### src/hdl/param_block_to_register_packer_assert.svh
// Assertion macros shared by the packer's controller and datapath.
// Depends on nothing; included by files that carry concurrent checks.
`ifndef PARAM_BLOCK_TO_REGISTER_PACKER_ASSERT_SVH
`define PARAM_BLOCK_TO_REGISTER_PACKER_ASSERT_SVH

// same-cycle implication, disabled while in reset
`define PBRP_ASSERT_IMP(name, clk, rst_n, ante, cons) \
    name: assert property (@(posedge clk) disable iff (!rst_n) (ante) |-> (cons)) \
        else $error("pbrp: same-cycle check failed");

// next-cycle implication, disabled while in reset
`define PBRP_ASSERT_NXT(name, clk, rst_n, ante, cons) \
    name: assert property (@(posedge clk) disable iff (!rst_n) (ante) |=> (cons)) \
        else $error("pbrp: next-cycle check failed");

`endif

### src/hdl/pbrp_pkg.sv
// Shared types and constants of the parameter-block to register packer.
// No dependencies; used by the controller, datapath and top level.
package pbrp_pkg;

    localparam int unsigned VALUE_DEPTH = 60;
    localparam int unsigned PAIR_DEPTH  = 30;

    localparam logic [1:0] ACT_START = 2'd0;
    localparam logic [1:0] ACT_BYTE  = 2'd1;
    localparam logic [1:0] ACT_END   = 2'd2;

    localparam logic [7:0] CODE_PARAM = 8'h03;
    localparam logic [7:0] CODE_INDEX = 8'h14;
    localparam logic [7:0] CH_TAB     = 8'h09;
    localparam logic [7:0] CH_FORM    = 8'h0C;

    localparam logic [2:0] ST_OK       = 3'd0;
    localparam logic [2:0] ST_STOPPED  = 3'd1;
    localparam logic [2:0] ST_BAD_CODE = 3'd2;
    localparam logic [2:0] ST_EMPTY    = 3'd3;
    localparam logic [2:0] ST_NO_SEP   = 3'd4;
    localparam logic [2:0] ST_WINDOW   = 3'd5;

    // word index of the base register on the config port
    localparam logic REG_IDX_BASE = 1'b0;

    typedef enum logic [1:0] {
        MODE_IDLE,
        MODE_PARAM,
        MODE_INDEX,
        MODE_BAD
    } t_mode;

    typedef enum logic [2:0] {
        PH_BETWEEN,
        PH_SKIP,
        PH_VALUE,
        PH_REST,
        PH_DONE
    } t_phase;

    typedef struct packed {
        logic load;
        logic start;
        logic byte_step;
        logic fin_eval;
        logic emit_len;
        logic emit_pair;
        logic emit_cnt;
        logic emit_rep;
        logic close;
        logic at_end;
    } t_dp_cmd;

    typedef struct packed {
        logic [1:0] action;
        logic       mode_open;
        logic       mode_idle;
        logic       fin_needed;
        logic       field_open;
        logic [2:0] end_status;
        logic       fit;
        logic       len_zero;
        logic       last_pair;
        logic       out_free;
    } t_dp_sts;

endpackage

### src/hdl/pbrp_ram.sv
// Generic single-write, single-read RAM with registered read data.
// No dependencies; holds the packer's value bytes.
module pbrp_ram #(
    parameter int unsigned WIDTH = 8,
    parameter int unsigned DEPTH = 30
) (
    input  logic                     i_clk,
    input  logic                     i_we,
    input  logic [$clog2(DEPTH)-1:0] i_waddr,
    input  logic [WIDTH-1:0]         i_wdata,
    input  logic [$clog2(DEPTH)-1:0] i_raddr,
    output logic [WIDTH-1:0]         o_rdata
);

    logic [WIDTH-1:0] r_mem [DEPTH];
    logic [WIDTH-1:0] r_rdata;

    always_ff @(posedge i_clk) begin
        if (i_we) begin
            r_mem[i_waddr] <= i_wdata;
        end
        r_rdata <= r_mem[i_raddr];
    end

    assign o_rdata = r_rdata;

endmodule

### src/hdl/pbrp_ctrl.sv
// Sequencer of the packer: takes a beat, steps the parser, walks value emission.
// Depends on pbrp_pkg and the assertion macro header.
`include "param_block_to_register_packer_assert.svh"

module pbrp_ctrl (
    input  logic              i_clk,
    input  logic              i_rst_n,
    input  logic              i_in_valid,
    output logic              o_in_ready,
    input  pbrp_pkg::t_dp_sts i_sts,
    output pbrp_pkg::t_dp_cmd o_cmd
);

    typedef enum logic [2:0] {
        S_IDLE,
        S_EXEC,
        S_FIN,
        S_LEN,
        S_PAIR,
        S_CNT,
        S_REP
    } t_state;

    t_state r_state, n_state;
    logic   r_at_end, n_at_end;

    always_comb begin
        n_state  = r_state;
        n_at_end = r_at_end;
        o_cmd    = '0;
        o_cmd.at_end = r_at_end;
        unique case (r_state)
            S_IDLE: begin
                if (i_in_valid) begin
                    o_cmd.load = 1'b1;
                    n_state    = S_EXEC;
                end
            end
            S_EXEC: begin
                n_state  = S_IDLE;
                n_at_end = (i_sts.action == pbrp_pkg::ACT_END);
                case (i_sts.action)
                    pbrp_pkg::ACT_START: begin
                        o_cmd.start = 1'b1;
                    end
                    pbrp_pkg::ACT_BYTE: begin
                        if (i_sts.mode_open) begin
                            o_cmd.byte_step = 1'b1;
                            if (i_sts.fin_needed) begin
                                n_state = S_FIN;
                            end
                        end
                    end
                    pbrp_pkg::ACT_END: begin
                        if (!i_sts.mode_idle) begin
                            if (i_sts.end_status != pbrp_pkg::ST_OK) begin
                                n_state = S_REP;
                            end else if (i_sts.field_open) begin
                                n_state = S_FIN;
                            end else begin
                                n_state = S_CNT;
                            end
                        end
                    end
                    default: ;
                endcase
            end
            S_FIN: begin
                o_cmd.fin_eval = 1'b1;
                if (i_sts.fit) begin
                    n_state = S_LEN;
                end else if (r_at_end) begin
                    n_state = S_CNT;
                end else begin
                    n_state = S_IDLE;
                end
            end
            S_LEN: begin
                if (i_sts.out_free) begin
                    o_cmd.emit_len = 1'b1;
                    if (!i_sts.len_zero) begin
                        n_state = S_PAIR;
                    end else begin
                        n_state = r_at_end ? S_CNT : S_IDLE;
                    end
                end
            end
            S_PAIR: begin
                if (i_sts.out_free) begin
                    o_cmd.emit_pair = 1'b1;
                    if (i_sts.last_pair) begin
                        n_state = r_at_end ? S_CNT : S_IDLE;
                    end
                end
            end
            S_CNT: begin
                if (i_sts.out_free) begin
                    o_cmd.emit_cnt = 1'b1;
                    o_cmd.close    = 1'b1;
                    n_state        = S_IDLE;
                end
            end
            S_REP: begin
                if (i_sts.out_free) begin
                    o_cmd.emit_rep = 1'b1;
                    o_cmd.close    = 1'b1;
                    n_state        = S_IDLE;
                end
            end
            default: n_state = S_IDLE;
        endcase
    end

    always_ff @(posedge i_clk) begin
        if (!i_rst_n) begin
            r_state  <= S_IDLE;
            r_at_end <= 1'b0;
        end else begin
            r_state  <= n_state;
            r_at_end <= n_at_end;
        end
    end

    assign o_in_ready = (r_state == S_IDLE);

    `PBRP_ASSERT_IMP(a_one_emit, i_clk, i_rst_n, 1'b1,
        $onehot0({o_cmd.emit_len, o_cmd.emit_pair, o_cmd.emit_cnt, o_cmd.emit_rep}))
    `PBRP_ASSERT_IMP(a_emit_room, i_clk, i_rst_n,
        o_cmd.emit_len || o_cmd.emit_pair || o_cmd.emit_cnt || o_cmd.emit_rep,
        i_sts.out_free)
    `PBRP_ASSERT_NXT(a_take_exec, i_clk, i_rst_n, i_in_valid && o_in_ready,
        r_state == S_EXEC)

endmodule

### src/hdl/pbrp_dpath.sv
// Datapath of the packer: parser state, value buffer, window bookkeeping, output register.
// Depends on pbrp_pkg, pbrp_ram and the assertion macro header.
`include "param_block_to_register_packer_assert.svh"

module pbrp_dpath #(
    parameter int unsigned WINDOW_REGS = 32,
    parameter int unsigned MAX_FIELDS  = 10,
    parameter int unsigned REG_SPACE   = 256
) (
    input  logic              i_clk,
    input  logic              i_rst_n,
    input  pbrp_pkg::t_dp_cmd i_cmd,
    output pbrp_pkg::t_dp_sts o_sts,
    input  logic [15:0]       i_in_tdata,   // fnc_code, data_byte
    input  logic [1:0]        i_in_tuser,   // action
    input  logic [7:0]        i_base,
    input  logic              i_out_ready,
    output logic              o_out_valid,
    output logic [31:0]       o_out_tdata,  // reg_address, reg_data, status, zero fill
    output logic [1:0]        o_out_tuser,  // write_enable, done_res
    output logic              o_out_tlast
);

    localparam int unsigned WU_W = $clog2(WINDOW_REGS + 1);
    localparam int unsigned PA_W = $clog2(pbrp_pkg::PAIR_DEPTH);

    // latched input beat
    logic [1:0] r_action;
    logic [7:0] r_code;
    logic [7:0] r_byte;

    pbrp_pkg::t_mode  r_mode, n_mode;
    pbrp_pkg::t_phase r_phase, n_phase;
    logic [7:0]       r_len, n_len;
    logic [7:0]       r_seen, n_seen;
    logic [7:0]       r_written, n_written;
    logic [WU_W-1:0]  r_window, n_window;
    logic             r_any, n_any;
    logic             r_sep, n_sep;
    logic             r_stop, n_stop;
    logic             r_wbad, n_wbad;
    logic [7:0]       r_pkt_base;
    logic [PA_W-1:0]  r_pair, n_pair;

    logic        r_out_valid;
    logic        r_out_we;
    logic [7:0]  r_out_addr;
    logic [15:0] r_out_data;
    logic        r_out_done;
    logic [2:0]  r_out_status;
    logic        r_out_last;

    logic        buf_we;
    logic [5:0]  buf_idx;
    logic [PA_W-1:0] rd_addr;
    logic [7:0]  even_rd;
    logic [7:0]  odd_rd;

    logic        is_form;
    logic        is_tab;
    logic [8:0]  len_p1;
    logic [8:0]  need;
    logic [9:0]  win_sum;
    logic        fit;
    logic [7:0]  pair_lo_idx;
    logic        last_pair;
    logic        lo_present;
    logic [7:0]  win_addr;
    logic [2:0]  end_status;
    logic        out_free;
    logic [9:0]  base_sum;
    logic        emit_any;

    assign is_form = (r_byte == pbrp_pkg::CH_FORM);
    assign is_tab  = (r_byte == pbrp_pkg::CH_TAB);

    // registers needed by a value: one length slot plus its byte pairs
    assign len_p1  = {1'b0, r_len} + 9'd1;
    assign need    = {1'b0, len_p1[8:1]} + 9'd1;
    assign win_sum = 10'(r_window) + {1'b0, need};
    assign fit     = !r_stop && !r_wbad && (r_len <= 8'(pbrp_pkg::VALUE_DEPTH))
                     && (win_sum <= 10'(WINDOW_REGS));

    assign pair_lo_idx = {2'b00, r_pair, 1'b1};
    assign lo_present  = (pair_lo_idx < r_len);
    assign last_pair   = ((pair_lo_idx + 8'd1) >= r_len);
    assign win_addr    = r_pkt_base + 8'(r_window);
    assign base_sum    = 10'(i_base) + 10'(WINDOW_REGS);

    always_comb begin
        if (r_mode == pbrp_pkg::MODE_BAD) begin
            end_status = pbrp_pkg::ST_BAD_CODE;
        end else if (!r_any) begin
            end_status = pbrp_pkg::ST_EMPTY;
        end else if ((r_mode == pbrp_pkg::MODE_INDEX) && !r_sep) begin
            end_status = pbrp_pkg::ST_NO_SEP;
        end else if (r_wbad) begin
            end_status = pbrp_pkg::ST_WINDOW;
        end else begin
            end_status = pbrp_pkg::ST_OK;
        end
    end

    assign out_free = !r_out_valid || i_out_ready;
    assign emit_any = i_cmd.emit_len || i_cmd.emit_pair || i_cmd.emit_cnt || i_cmd.emit_rep;

    always_comb begin
        o_sts            = '0;
        o_sts.action     = r_action;
        o_sts.mode_open  = (r_mode == pbrp_pkg::MODE_PARAM) || (r_mode == pbrp_pkg::MODE_INDEX);
        o_sts.mode_idle  = (r_mode == pbrp_pkg::MODE_IDLE);
        o_sts.field_open = (r_phase == pbrp_pkg::PH_VALUE) || (r_phase == pbrp_pkg::PH_REST);
        o_sts.fin_needed = o_sts.field_open && is_form;
        o_sts.end_status = end_status;
        o_sts.fit        = fit;
        o_sts.len_zero   = (r_len == 8'd0);
        o_sts.last_pair  = last_pair;
        o_sts.out_free   = out_free;
    end

    // parser and window state
    always_comb begin
        n_mode    = r_mode;
        n_phase   = r_phase;
        n_len     = r_len;
        n_seen    = r_seen;
        n_written = r_written;
        n_window  = r_window;
        n_any     = r_any;
        n_sep     = r_sep;
        n_stop    = r_stop;
        n_wbad    = r_wbad;
        n_pair    = r_pair;
        buf_we    = 1'b0;
        buf_idx   = r_len[5:0];

        if (i_cmd.start) begin
            unique case (r_code)
                pbrp_pkg::CODE_PARAM: n_mode = pbrp_pkg::MODE_PARAM;
                pbrp_pkg::CODE_INDEX: n_mode = pbrp_pkg::MODE_INDEX;
                default:              n_mode = pbrp_pkg::MODE_BAD;
            endcase
            n_phase   = (r_code == pbrp_pkg::CODE_INDEX) ? pbrp_pkg::PH_SKIP
                                                         : pbrp_pkg::PH_BETWEEN;
            n_len     = 8'd0;
            n_seen    = 8'd0;
            n_written = 8'd0;
            n_window  = WU_W'(1);
            n_any     = 1'b0;
            n_sep     = 1'b0;
            n_stop    = 1'b0;
            n_wbad    = (base_sum > 10'(REG_SPACE));
        end

        if (i_cmd.byte_step) begin
            n_any = 1'b1;
            unique case (r_phase)
                pbrp_pkg::PH_SKIP: begin
                    if (is_form) begin
                        n_sep   = 1'b1;
                        n_phase = pbrp_pkg::PH_BETWEEN;
                    end
                end
                pbrp_pkg::PH_BETWEEN: begin
                    if (!is_form) begin
                        n_phase = pbrp_pkg::PH_VALUE;
                        // drop one leading tab
                        if (is_tab) begin
                            n_len = 8'd0;
                        end else begin
                            n_len   = 8'd1;
                            buf_we  = 1'b1;
                            buf_idx = 6'd0;
                        end
                    end
                end
                pbrp_pkg::PH_VALUE: begin
                    if (is_tab) begin
                        n_phase = pbrp_pkg::PH_REST;
                    end else if (!is_form) begin
                        buf_we = (r_len < 8'(pbrp_pkg::VALUE_DEPTH));
                        if (r_len != 8'hFF) begin
                            n_len = r_len + 8'd1;
                        end
                    end
                end
                default: ;
            endcase
        end

        if (i_cmd.fin_eval) begin
            n_seen = (r_seen != 8'hFF) ? (r_seen + 8'd1) : r_seen;
            if (fit) begin
                n_written = r_written + 8'd1;
            end else if (!r_stop && !r_wbad) begin
                n_stop = 1'b1;
            end
            n_phase = (n_seen >= 8'(MAX_FIELDS)) ? pbrp_pkg::PH_DONE : pbrp_pkg::PH_BETWEEN;
        end

        if (i_cmd.emit_len) begin
            n_window = r_window + WU_W'(1);
            n_pair   = '0;
        end
        if (i_cmd.emit_pair) begin
            n_window = r_window + WU_W'(1);
            n_pair   = r_pair + PA_W'(1);
        end

        if (i_cmd.close) begin
            n_mode  = pbrp_pkg::MODE_IDLE;
            n_phase = pbrp_pkg::PH_BETWEEN;
        end
    end

    // read address leads the pair counter so data is ready on the next emit
    always_comb begin
        if (i_cmd.emit_len) begin
            rd_addr = '0;
        end else if (i_cmd.emit_pair && !last_pair) begin
            rd_addr = r_pair + PA_W'(1);
        end else begin
            rd_addr = r_pair;
        end
    end

    pbrp_ram #(
        .WIDTH (8),
        .DEPTH (pbrp_pkg::PAIR_DEPTH)
    ) u_even_ram (
        .i_clk   (i_clk),
        .i_we    (buf_we && !buf_idx[0]),
        .i_waddr (buf_idx[5:1]),
        .i_wdata (r_byte),
        .i_raddr (rd_addr),
        .o_rdata (even_rd)
    );

    pbrp_ram #(
        .WIDTH (8),
        .DEPTH (pbrp_pkg::PAIR_DEPTH)
    ) u_odd_ram (
        .i_clk   (i_clk),
        .i_we    (buf_we && buf_idx[0]),
        .i_waddr (buf_idx[5:1]),
        .i_wdata (r_byte),
        .i_raddr (rd_addr),
        .o_rdata (odd_rd)
    );

    always_ff @(posedge i_clk) begin
        if (!i_rst_n) begin
            r_mode      <= pbrp_pkg::MODE_IDLE;
            r_phase     <= pbrp_pkg::PH_BETWEEN;
            r_len       <= 8'd0;
            r_seen      <= 8'd0;
            r_written   <= 8'd0;
            r_window    <= WU_W'(1);
            r_any       <= 1'b0;
            r_sep       <= 1'b0;
            r_stop      <= 1'b0;
            r_wbad      <= 1'b0;
            r_pair      <= '0;
            r_out_valid <= 1'b0;
        end else begin
            r_mode      <= n_mode;
            r_phase     <= n_phase;
            r_len       <= n_len;
            r_seen      <= n_seen;
            r_written   <= n_written;
            r_window    <= n_window;
            r_any       <= n_any;
            r_sep       <= n_sep;
            r_stop      <= n_stop;
            r_wbad      <= n_wbad;
            r_pair      <= n_pair;
            if (emit_any) begin
                r_out_valid <= 1'b1;
            end else if (i_out_ready) begin
                r_out_valid <= 1'b0;
            end
        end
    end

    // payload registers
    always_ff @(posedge i_clk) begin
        if (i_cmd.load) begin
            r_action <= i_in_tuser;
            r_code   <= i_in_tdata[7:0];
            r_byte   <= i_in_tdata[15:8];
        end
        if (i_cmd.start) begin
            r_pkt_base <= i_base;
        end
        if (i_cmd.emit_len) begin
            r_out_we     <= 1'b1;
            r_out_addr   <= win_addr;
            r_out_data   <= {8'h00, r_len};
            r_out_done   <= 1'b0;
            r_out_status <= pbrp_pkg::ST_OK;
            r_out_last   <= (r_len == 8'd0) && !i_cmd.at_end;
        end else if (i_cmd.emit_pair) begin
            r_out_we     <= 1'b1;
            r_out_addr   <= win_addr;
            r_out_data   <= {even_rd, (lo_present ? odd_rd : 8'h00)};
            r_out_done   <= 1'b0;
            r_out_status <= pbrp_pkg::ST_OK;
            r_out_last   <= last_pair && !i_cmd.at_end;
        end else if (i_cmd.emit_cnt) begin
            r_out_we     <= 1'b1;
            r_out_addr   <= r_pkt_base;
            r_out_data   <= {8'h00, r_written};
            r_out_done   <= 1'b1;
            r_out_status <= r_stop ? pbrp_pkg::ST_STOPPED : pbrp_pkg::ST_OK;
            r_out_last   <= 1'b1;
        end else if (i_cmd.emit_rep) begin
            r_out_we     <= 1'b0;
            r_out_addr   <= 8'h00;
            r_out_data   <= 16'h0000;
            r_out_done   <= 1'b1;
            r_out_status <= end_status;
            r_out_last   <= 1'b1;
        end
    end

    assign o_out_valid = r_out_valid;
    assign o_out_tdata = {5'b00000, r_out_status, r_out_data, r_out_addr};
    assign o_out_tuser = {r_out_done, r_out_we};
    assign o_out_tlast = r_out_last;

    `PBRP_ASSERT_IMP(a_buf_bound, i_clk, i_rst_n, buf_we,
        buf_idx < 6'(pbrp_pkg::VALUE_DEPTH))
    `PBRP_ASSERT_IMP(a_window_bound, i_clk, i_rst_n, 1'b1,
        10'(r_window) <= 10'(WINDOW_REGS))
    `PBRP_ASSERT_IMP(a_no_write_bad_window, i_clk, i_rst_n,
        i_cmd.emit_len || i_cmd.emit_pair, !r_wbad && !r_stop)

endmodule

### src/hdl/param_block_to_register_packer.sv
// Top level of the parameter-block to register packer: config register and wiring.
// Depends on pbrp_pkg, pbrp_ctrl, pbrp_dpath (and through it pbrp_ram).
//
//  channel   | direction | beat contents
//  ----------+-----------+--------------------------------------------------
//  s_axis    | in        | tuser action; tdata fnc_code, data_byte
//  m_axis    | out       | tuser write_enable, done_res; tdata address, data, status; tlast
//  apb       | in/out    | base_register at byte address 0
//
// Every input beat is taken in the idle state, then steps the parser in the execute state.
// A finished value adds a window check, then, if it fits, writes its length register and
// one register per byte pair; an end beat adds the count write or, on error, a report.
// Reset is synchronous and active low; the value buffer needs no clearing.
// A stalled output holds the sequencer; input is taken only between beats.
module param_block_to_register_packer #(
    parameter int unsigned WINDOW_REGS = 32,
    parameter int unsigned MAX_FIELDS  = 10,
    parameter int unsigned REG_SPACE   = 256
) (
    input  logic        i_clk,
    input  logic        i_rst_n,
    input  logic        s_axis_tvalid,
    output logic        s_axis_tready,
    input  logic [15:0] s_axis_tdata,   // [7:0] fnc_code, [15:8] data_byte
    input  logic [1:0]  s_axis_tuser,   // [1:0] action
    output logic        m_axis_tvalid,
    input  logic        m_axis_tready,
    output logic [31:0] m_axis_tdata,   // [7:0] reg_address, [23:8] reg_data,
                                        // [26:24] status, [31:27] zero
    output logic [1:0]  m_axis_tuser,   // [0] write_enable, [1] done_res
    output logic        m_axis_tlast,   // last
    input  logic        psel,
    input  logic        penable,
    input  logic        pwrite,
    input  logic [2:0]  paddr,
    input  logic [31:0] pwdata,
    output logic [31:0] prdata,
    output logic        pready
);

    logic [7:0]        r_base;
    logic              cfg_wr;
    pbrp_pkg::t_dp_cmd cmd;
    pbrp_pkg::t_dp_sts sts;

    assign pready = 1'b1;
    assign cfg_wr = psel && penable && pwrite && (paddr[2] == pbrp_pkg::REG_IDX_BASE);

    always_ff @(posedge i_clk) begin
        if (!i_rst_n) begin
            r_base <= 8'd32;
        end else if (cfg_wr) begin
            r_base <= pwdata[7:0];
        end
    end

    always_comb begin
        unique case (paddr[2])
            pbrp_pkg::REG_IDX_BASE: prdata = {24'h000000, r_base};
            default:                prdata = 32'h0000_0000;
        endcase
    end

    pbrp_ctrl u_ctrl (
        .i_clk      (i_clk),
        .i_rst_n    (i_rst_n),
        .i_in_valid (s_axis_tvalid),
        .o_in_ready (s_axis_tready),
        .i_sts      (sts),
        .o_cmd      (cmd)
    );

    pbrp_dpath #(
        .WINDOW_REGS (WINDOW_REGS),
        .MAX_FIELDS  (MAX_FIELDS),
        .REG_SPACE   (REG_SPACE)
    ) u_dpath (
        .i_clk       (i_clk),
        .i_rst_n     (i_rst_n),
        .i_cmd       (cmd),
        .o_sts       (sts),
        .i_in_tdata  (s_axis_tdata),
        .i_in_tuser  (s_axis_tuser),
        .i_base      (r_base),
        .i_out_ready (m_axis_tready),
        .o_out_valid (m_axis_tvalid),
        .o_out_tdata (m_axis_tdata),
        .o_out_tuser (m_axis_tuser),
        .o_out_tlast (m_axis_tlast)
    );

endmodule
### config.mk
export PLATFORM = sky130hd
export DESIGN_NAME = param_block_to_register_packer
export DESIGN_NICKNAME = d
export VERILOG_FILES = /design/src/hdl/pbrp_pkg.sv /design/src/hdl/pbrp_ram.sv /design/src/hdl/pbrp_ctrl.sv /design/src/hdl/pbrp_dpath.sv /design/src/hdl/param_block_to_register_packer.sv
export VERILOG_INCLUDE_DIRS = /design/src /design/src/hdl
export SDC_FILE = /design/constraint.sdc
export NUM_CORES = 1
export LEC_CHECK = 0
export BUFFER_PORTS_ARGS = -buffer_cell sky130_fd_sc_hd__buf_2
export CORE_ASPECT_RATIO = 2
export CORE_MARGIN = 2
export CORE_UTILIZATION = 45
export DETAILED_ROUTE_END_ITERATION = 7
export PLACE_DENSITY = 0.62
export SLEW_MARGIN = 10
export SYNTH_ARGS = -nofsm -noshare
export SYNTH_HDL_FRONTEND = slang
export SYNTH_HIERARCHICAL = 1
export SYNTH_SLANG_ARGS = --single-unit
### constraint.sdc
create_clock -name i_clk -period 3.9 [get_ports i_clk]
set_clock_uncertainty 0.15 [all_clocks]
set_input_delay 0.975 -clock i_clk [delete_from_list [all_inputs] [get_ports i_clk]]
set_output_delay 0.975 -clock i_clk [all_outputs]
set_load 0.02 [all_outputs]
---- Word level (Yosys, flattened, before mapping) ----
Memory sizes are Yosys's and may differ from the RTL's. A register that Yosys moved wholly into a read port is not among the register bits.
Index checks and enable logic that the tools add are counted.
operators by class
  add/sub/neg operators ................... 11
  multipliers ............................. 0
  div/mod/pow operators ................... 0
  order comparisons ....................... 7
  eq/ne operators ......................... 25
  shifts and indexed selects .............. 0
  muxes and demuxes ....................... 107
  bitwise logic cells ..................... 2
  reduce and logical (&&, ||, !) cells .... 45
operators with widths
  operator                                                         number
  two-way mux 8 bit                                                19
  two-way mux 3 bit                                                25
  two-way mux 16 bit                                               3
  two-way mux 6 bit                                                7
  two-way mux 1 bit                                                39
  adder 8 x 1 -> 8 bit (second input constant)                     3
  two-way mux 5 bit                                                4
  adder 8 x 1 -> 9 bit (second input constant)                     2
  case mux 3 bit (6 select lines)                                  1
  equality test 8 x 4 -> 1 bit (second input constant)             2
  inequality test 8 bit (second input constant)                    2
  case mux 8 bit (2 select lines)                                  1
  logical AND 1 bit                                                13
  equality test 3 x 2 -> 1 bit (second input constant)             4
  adder 6 x 9 -> 10 bit                                            1
  greater-than comparator 10 x 9 -> 1 bit (second input constant)  1
  <= comparator 10 x 6 -> 1 bit (second input constant)            1
  nonzero test 2 bit                                               5
  adder 8 x 6 -> 9 bit (second input constant)                     1
  equality test 3 bit (second input constant)                      3
  case mux 3 bit (3 select lines)                                  1
  nonzero test 3 bit                                               3
  adder 8 x 6 -> 8 bit                                             1
  equality test 8 x 2 -> 1 bit (second input constant)             1
  other kinds (28)                                                 54
storage, ports and cells
  flip-flop bits (word level) ............. 113
  bits in latches ......................... 0
  bits in writable memories ............... 480
  bits in read-only memories .............. 0
  bits of input ports ..................... 60
  output and inout bits ................... 70
  memories ................................ 2
memories
  memory                    words  bits a word  read ports  clocked after Yosys merged registers in  write ports  line            source
  u_dpath.u_even_ram.r_mem  30     8            1           1                                        1            pbrp_ram.sv:15  logic [WIDTH-1:0] r_mem [DEPTH];
  u_dpath.u_odd_ram.r_mem   30     8            1           1                                        1            pbrp_ram.sv:15

---- Longest topological paths before layout ----
  word-level depth ........................ 11
  gate-level depth with buffers ........... 19
  mapped depth without buffers ............ 15

---- By module ----
Netlist, hierarchy kept.
modules (own cells, without submodules)
  module                          instances  cells each  area an instance (sq um)
  pbrp_ram                        2          530         9791.9
  pbrp_dpath                      1          638         5785.5
  param_block_to_register_packer  1          70          595.6
  pbrp_ctrl                       1          66          481.7

---- Least setup slack after synthesis ----
Ideal clock, no wire load.
  path kind ............................... input port to flip-flop
  start point ............................. in m_axis_tready
  end point ............................... reg u_dpath.u_even_ram.r_rdata[2] (netlist: u_dpath/u_even_ram/o_rdata[2]), read port of u_dpath.u_even_ram.r_mem
  library setup time ...................... 0.120 ns
  arrival ................................. 3.933 ns
  path slack .............................. -0.303 ns
  cell stages on the path ................. 15
  path buffers ............................ 4
  path through ............................ nand2b_1 buf_4 nand2_1 nor3_1 clkbuf_1 o21ai_0 a31oi_2 xnor2_1 nor2_1 buf_6 buf_8 mux4_2 mux2_2 nand2_1 nand3_1
RTL lines
  element          line                                  source
  start, declared  param_block_to_register_packer.sv:27  input logic m_axis_tready,
  end, declared    pbrp_ram.sv:16                        logic [WIDTH-1:0] r_rdata;

---- Worst setup path after layout ----
  start point ............................. reg u_dpath.r_pair[1]
  end point ............................... reg u_dpath.u_even_ram.r_rdata[4] (netlist: u_dpath/u_even_ram/o_rdata[4]), read port of u_dpath.u_even_ram.r_mem
between the ends
  word-level cells in the longest chain between the ends .. 6
ends and longest elaborated chain
  element                 line               source
  start, declared         pbrp_dpath.sv:43   logic [PA_W-1:0] r_pair, n_pair;
  start signal, assigned  pbrp_dpath.sv:276  r_pair <= n_pair;
  adder 6 x 1 -> 7 bit    pbrp_dpath.sv:86   assign last_pair = ((pair_lo_idx + 8'd1) >= r_len);
  >= comparator 8 bit     pbrp_dpath.sv:86
  zero test 1 bit         pbrp_dpath.sv:220  end else if (i_cmd.emit_pair && !last_pair) begin
  logical AND 1 bit       pbrp_dpath.sv:220
  two-way mux 5 bit (*)   pbrp_dpath.sv:220
  two-way mux 5 bit (*)   pbrp_dpath.sv:218  if (i_cmd.emit_len) begin
  net u_dpath.rd_addr[2]  pbrp_dpath.sv:55   logic [PA_W-1:0] rd_addr;
Mark *: on every way through the listed nets, which the timed path passes. The rest lies on a longest branch.
A chain may end at the register's enable or synchronous reset.

==> impl_metrics.toml <==
[layout]
seq_area_mm2 = 0.01744
final_common_cell = "edfxtp_1"
layout-drive-gt1-share = 0.2968
nFillCells = 4689
multi_input_area_mm2 = 0.008842
n_antenna_cell = 0
mostFrequentLayoutCells = "edfxtp_1, buf_4, nor2_1, nand2_1, mux2i_1"
final_util = 0.5488
final_nets = 2227
syn_to_final_growth_pct = 20.72
top_regs = "u_dpath/u_even_ram/r_mem x240, u_dpath/u_odd_ram/r_mem x240, u_dpath/r_out_data x16"

[critical_path]
critical-path-max-stage-delay_ps = 380
reg2reg_depth = 19
cp.buffers_inverters = 4
arrival_ps = 4290
worstSetupStartpointType = "flop"
critPathCaptureType = "flop"
path_cells = "ha_4, nand3_4, xnor2_2, ha_2, or3_1, o21ai_2, a21oi_4, a31oi_4, buf_4, a21oi_1, a31o_4, buf_12, nand2b_4, a2111oi_4, nor3_1, buf_4, nand4b_1, buf_4, nand3_1"
crit_family = "compound AO/OA/AOI/OAI gates"
required_ps = 4240
crit_path_frequent_cell = "buf_4"
cp_num_cells = 19
path_max_fanout = 8
slowest_stage = "dfxtp_4"
worstSetupPathType = "flop to flop"

[yosys]
synthArstFlopShare = 0
synth_top_area_share = 0.5938
synth_edf_count = 523
ys_seq_elements = 609
synth_seq_area_share = 0.6589
syn_inst = 1834
yosysTopAreaCell = "edfxtp_1"
ys_types = 98
syn_area_per_cell_um2 = 14.42
ys_top_cells_by_area = "edfxtp_1, dfxtp_1, mux4_2"
syn-cell-area_mm2 = 0.02645
ys.flop_type = "edfxtp_1"
yosys_warnings = 6

[detailed_routing]
vias_per_cell = 5.731
drt_first_pass_iters = 5
ant_nets = 0
finalWirelength_mm = 75.18
wire_per_inst_um = 25.64
drt_iter0_markers = 1234
via_count = 16804
drc = 0

[clocking]
clk_latency_ps = 600
clkTransAtPathRegs_ps = 70
cts.sinks = 609
cts-root-buf = "clkbuf_16"
cts_buffers = 50
htreeDepth = 2
cts_tree = "built"
clk_path_buf_depth = 3

[grt]
groute.usage.overall = 0.2420
overflow = 0
grt_pass1_wl_mm = 107.9
grt_max_degree = 64
grt_pass1_vias = 17397
antenna_found_initial = 0

[die]
fp.dieW_um = 175.4
pin_count = 130
core_area_mm2 = 0.05818
die_area_mm2 = 0.06084
fp.dieH_um = 346.8
start_util = 0.4546
rows = 125

[sta]
hold_viol = 0
period_needed_ps = 3952
drv_slew = 0
max_freq_mhz = 253.1
timing.final.crit_share = 1.013
rsz0062_at_grt = "true"
maxSlewHeadroom = 0.4176
fin_ws_ps = -51.62
setup_viol = 3
worst_pin_slew_ps = 873.6

[outcome]
status = "finished with violations"
violations = "setup timing"

[place]
place_ws_ps = -871.0
portBuffers = 73
dp_hpwl_mm = 52.67
routabilityCongestion = 0.9786

[power]
peakVddDrop_v = 0.0003123
power_density_mw_per_mm2 = 399.1
p_leak_nw = 10.79

[hold_path]
hold_path.class = "flop to flop"
holdPathStages = 0

[flow_run]
max_cap_violations = 0
## routing by layer
metal / routed length, um / share of wire / track usage / vias up
li1: - / - / - / 7572
met1: 22700 / 0.30 / 0.2138 / 8364
met2: 41650 / 0.55 / 0.4662 / 593
met3: 3068 / 0.041 / 0.02869 / 275
met4: 7762 / 0.10 / 0.2145 / 0
met5: 0 / 0 / 0 / -
## cell usage after synthesis, types with 8 or more instances
master / number
a2111oi_0: 12
o21ai_0: 29
and3_1: 24
ha_1: 38
a211oi_1: 39
xnor2_1: 9
a21oi_1: 56
nand3b_1: 16
nand3_1: 53
nor3_1: 39
o21a_1: 8
o211ai_1: 8
nand2b_1: 19
buf_4: 40
o21ai_1: 13
mux2_1: 18
nor2b_1: 53
nand2_1: 104
mux4_2: 56
a31oi_1: 12
a22oi_1: 8
mux2i_1: 86
clkbuf_1: 44
xor2_1: 8
dfxtp_1: 86
inv_1: 34
nand4b_1: 8
buf_2: 20
o22ai_1: 22
edfxtp_1: 523
nand4_1: 10
mux2_2: 18
nor3b_1: 8
buf_6: 12
nor2_1: 146
and2b_2: 8
buf_8: 8
a221o_1: 12
## stage by stage
| stage | std cells | cell area [um^2] | total power, mW | setup TNS (ps) | hold slack (ps) |
|---|---|---|---|---|---|
| 2_1_floorplan | 1861 | 26630 | 7.538 | -4397 | 285.8 |
| 3_3_place_gp | 2796 | 29040 | 7.669 | -6813 | 313.3 |
| 3_5_place_dp | 2796 | 29040 | 7.685 | -6975 | 325.1 |
| 4_1_cts | 2905 | 31310 | 12.86 | -118.3 | 336.8 |
| 5_1_grt | 2932 | 31930 | 13.09 | -843.6 | 361.3 |
| 6_report | 2932 | 31930 | 12.74 | -131.2 | 329.7 |
## kinds of logic (layout without fill, tap and decap cells)
group / count (synthesis) / in the layout / share of synthesized area
AOI/OAI and AO/OA: 277 / 278 / 0.07456
DFF: 609 / 609 / 0.6589
muxes: 180 / 180 / 0.09755
xor gates and xnor gates: 17 / 17 / 0.005630
other: 3 / 30 / 0.0004258
and+or+nand+nor: 539 / 539 / 0.1063
buffers and inverters: 170 / 478 / 0.03785
adders and majority gates: 39 / 39 / 0.01874
## power breakdown
| group | switching (mW) | internal (mW) | total (mW) |
|---|---|---|---|
| registers | 0.0288 | 7.14 | 7.17 |
| clock network | 2.33 | 2.87 | 5.20 |
| logic | 0.288 | 0.0876 | 0.375 |
## layout make-up
cell class / instances / share of cell area
Sequential cell: 609 / 0.5461
Multi-Input combinational cell: 1083 / 0.2770
Timing Repair Buffer: 347 / 0.08982
Clock buffer: 64 / 0.04244
Tap cell: 762 / 0.02986
Clock inverter: 30 / 0.01042
Inverter: 37 / 0.004350
## worst paths after layout
path	start	to	slack, ps
min reg2reg	r_base[1]$_SDFFE_PN0P_	u_dpath/r_pkt_base[1]$_DFFE_PP_	330
min	r_base[1]$_SDFFE_PN0P_	u_dpath/r_pkt_base[1]$_DFFE_PP_	330
max	u_dpath/r_pair[1]$_SDFFE_PN0P_	u_dpath/u_even_ram/o_rdata[4]$_DFF_P_	-50
max reg2reg	u_dpath/r_pair[1]$_SDFFE_PN0P_	u_dpath/u_even_ram/o_rdata[4]$_DFF_P_	-50
## worst reg2reg max path, stage by stage (launching register included)
cell and delay [ps]:
dfxtp_4 380, ha_4 150, nand3_4 70, xnor2_2 140, ha_2 190, or3_1 380
o21ai_2 110, a21oi_4 70, a31oi_4 270, buf_4 170, a21oi_1 60, a31o_4 290
buf_12 190, nand2b_4 200, a2111oi_4 360, nor3_1 90, buf_4 160, nand4b_1 150
buf_4 170, nand3_1 90
## what timing repair did
item | in CTS | in global routing
endpoints found under the setup margin | 16 | 23
pin swaps | 16 | 14
setup buffers | 16 | 26
gates cloned | 2 | 4
gates resized for setup | 91 | 79
hold endpoints to repair | 0 | 0
hold buffers | 0 | 0
Note: power is estimated with default switching activity, not from simulation.
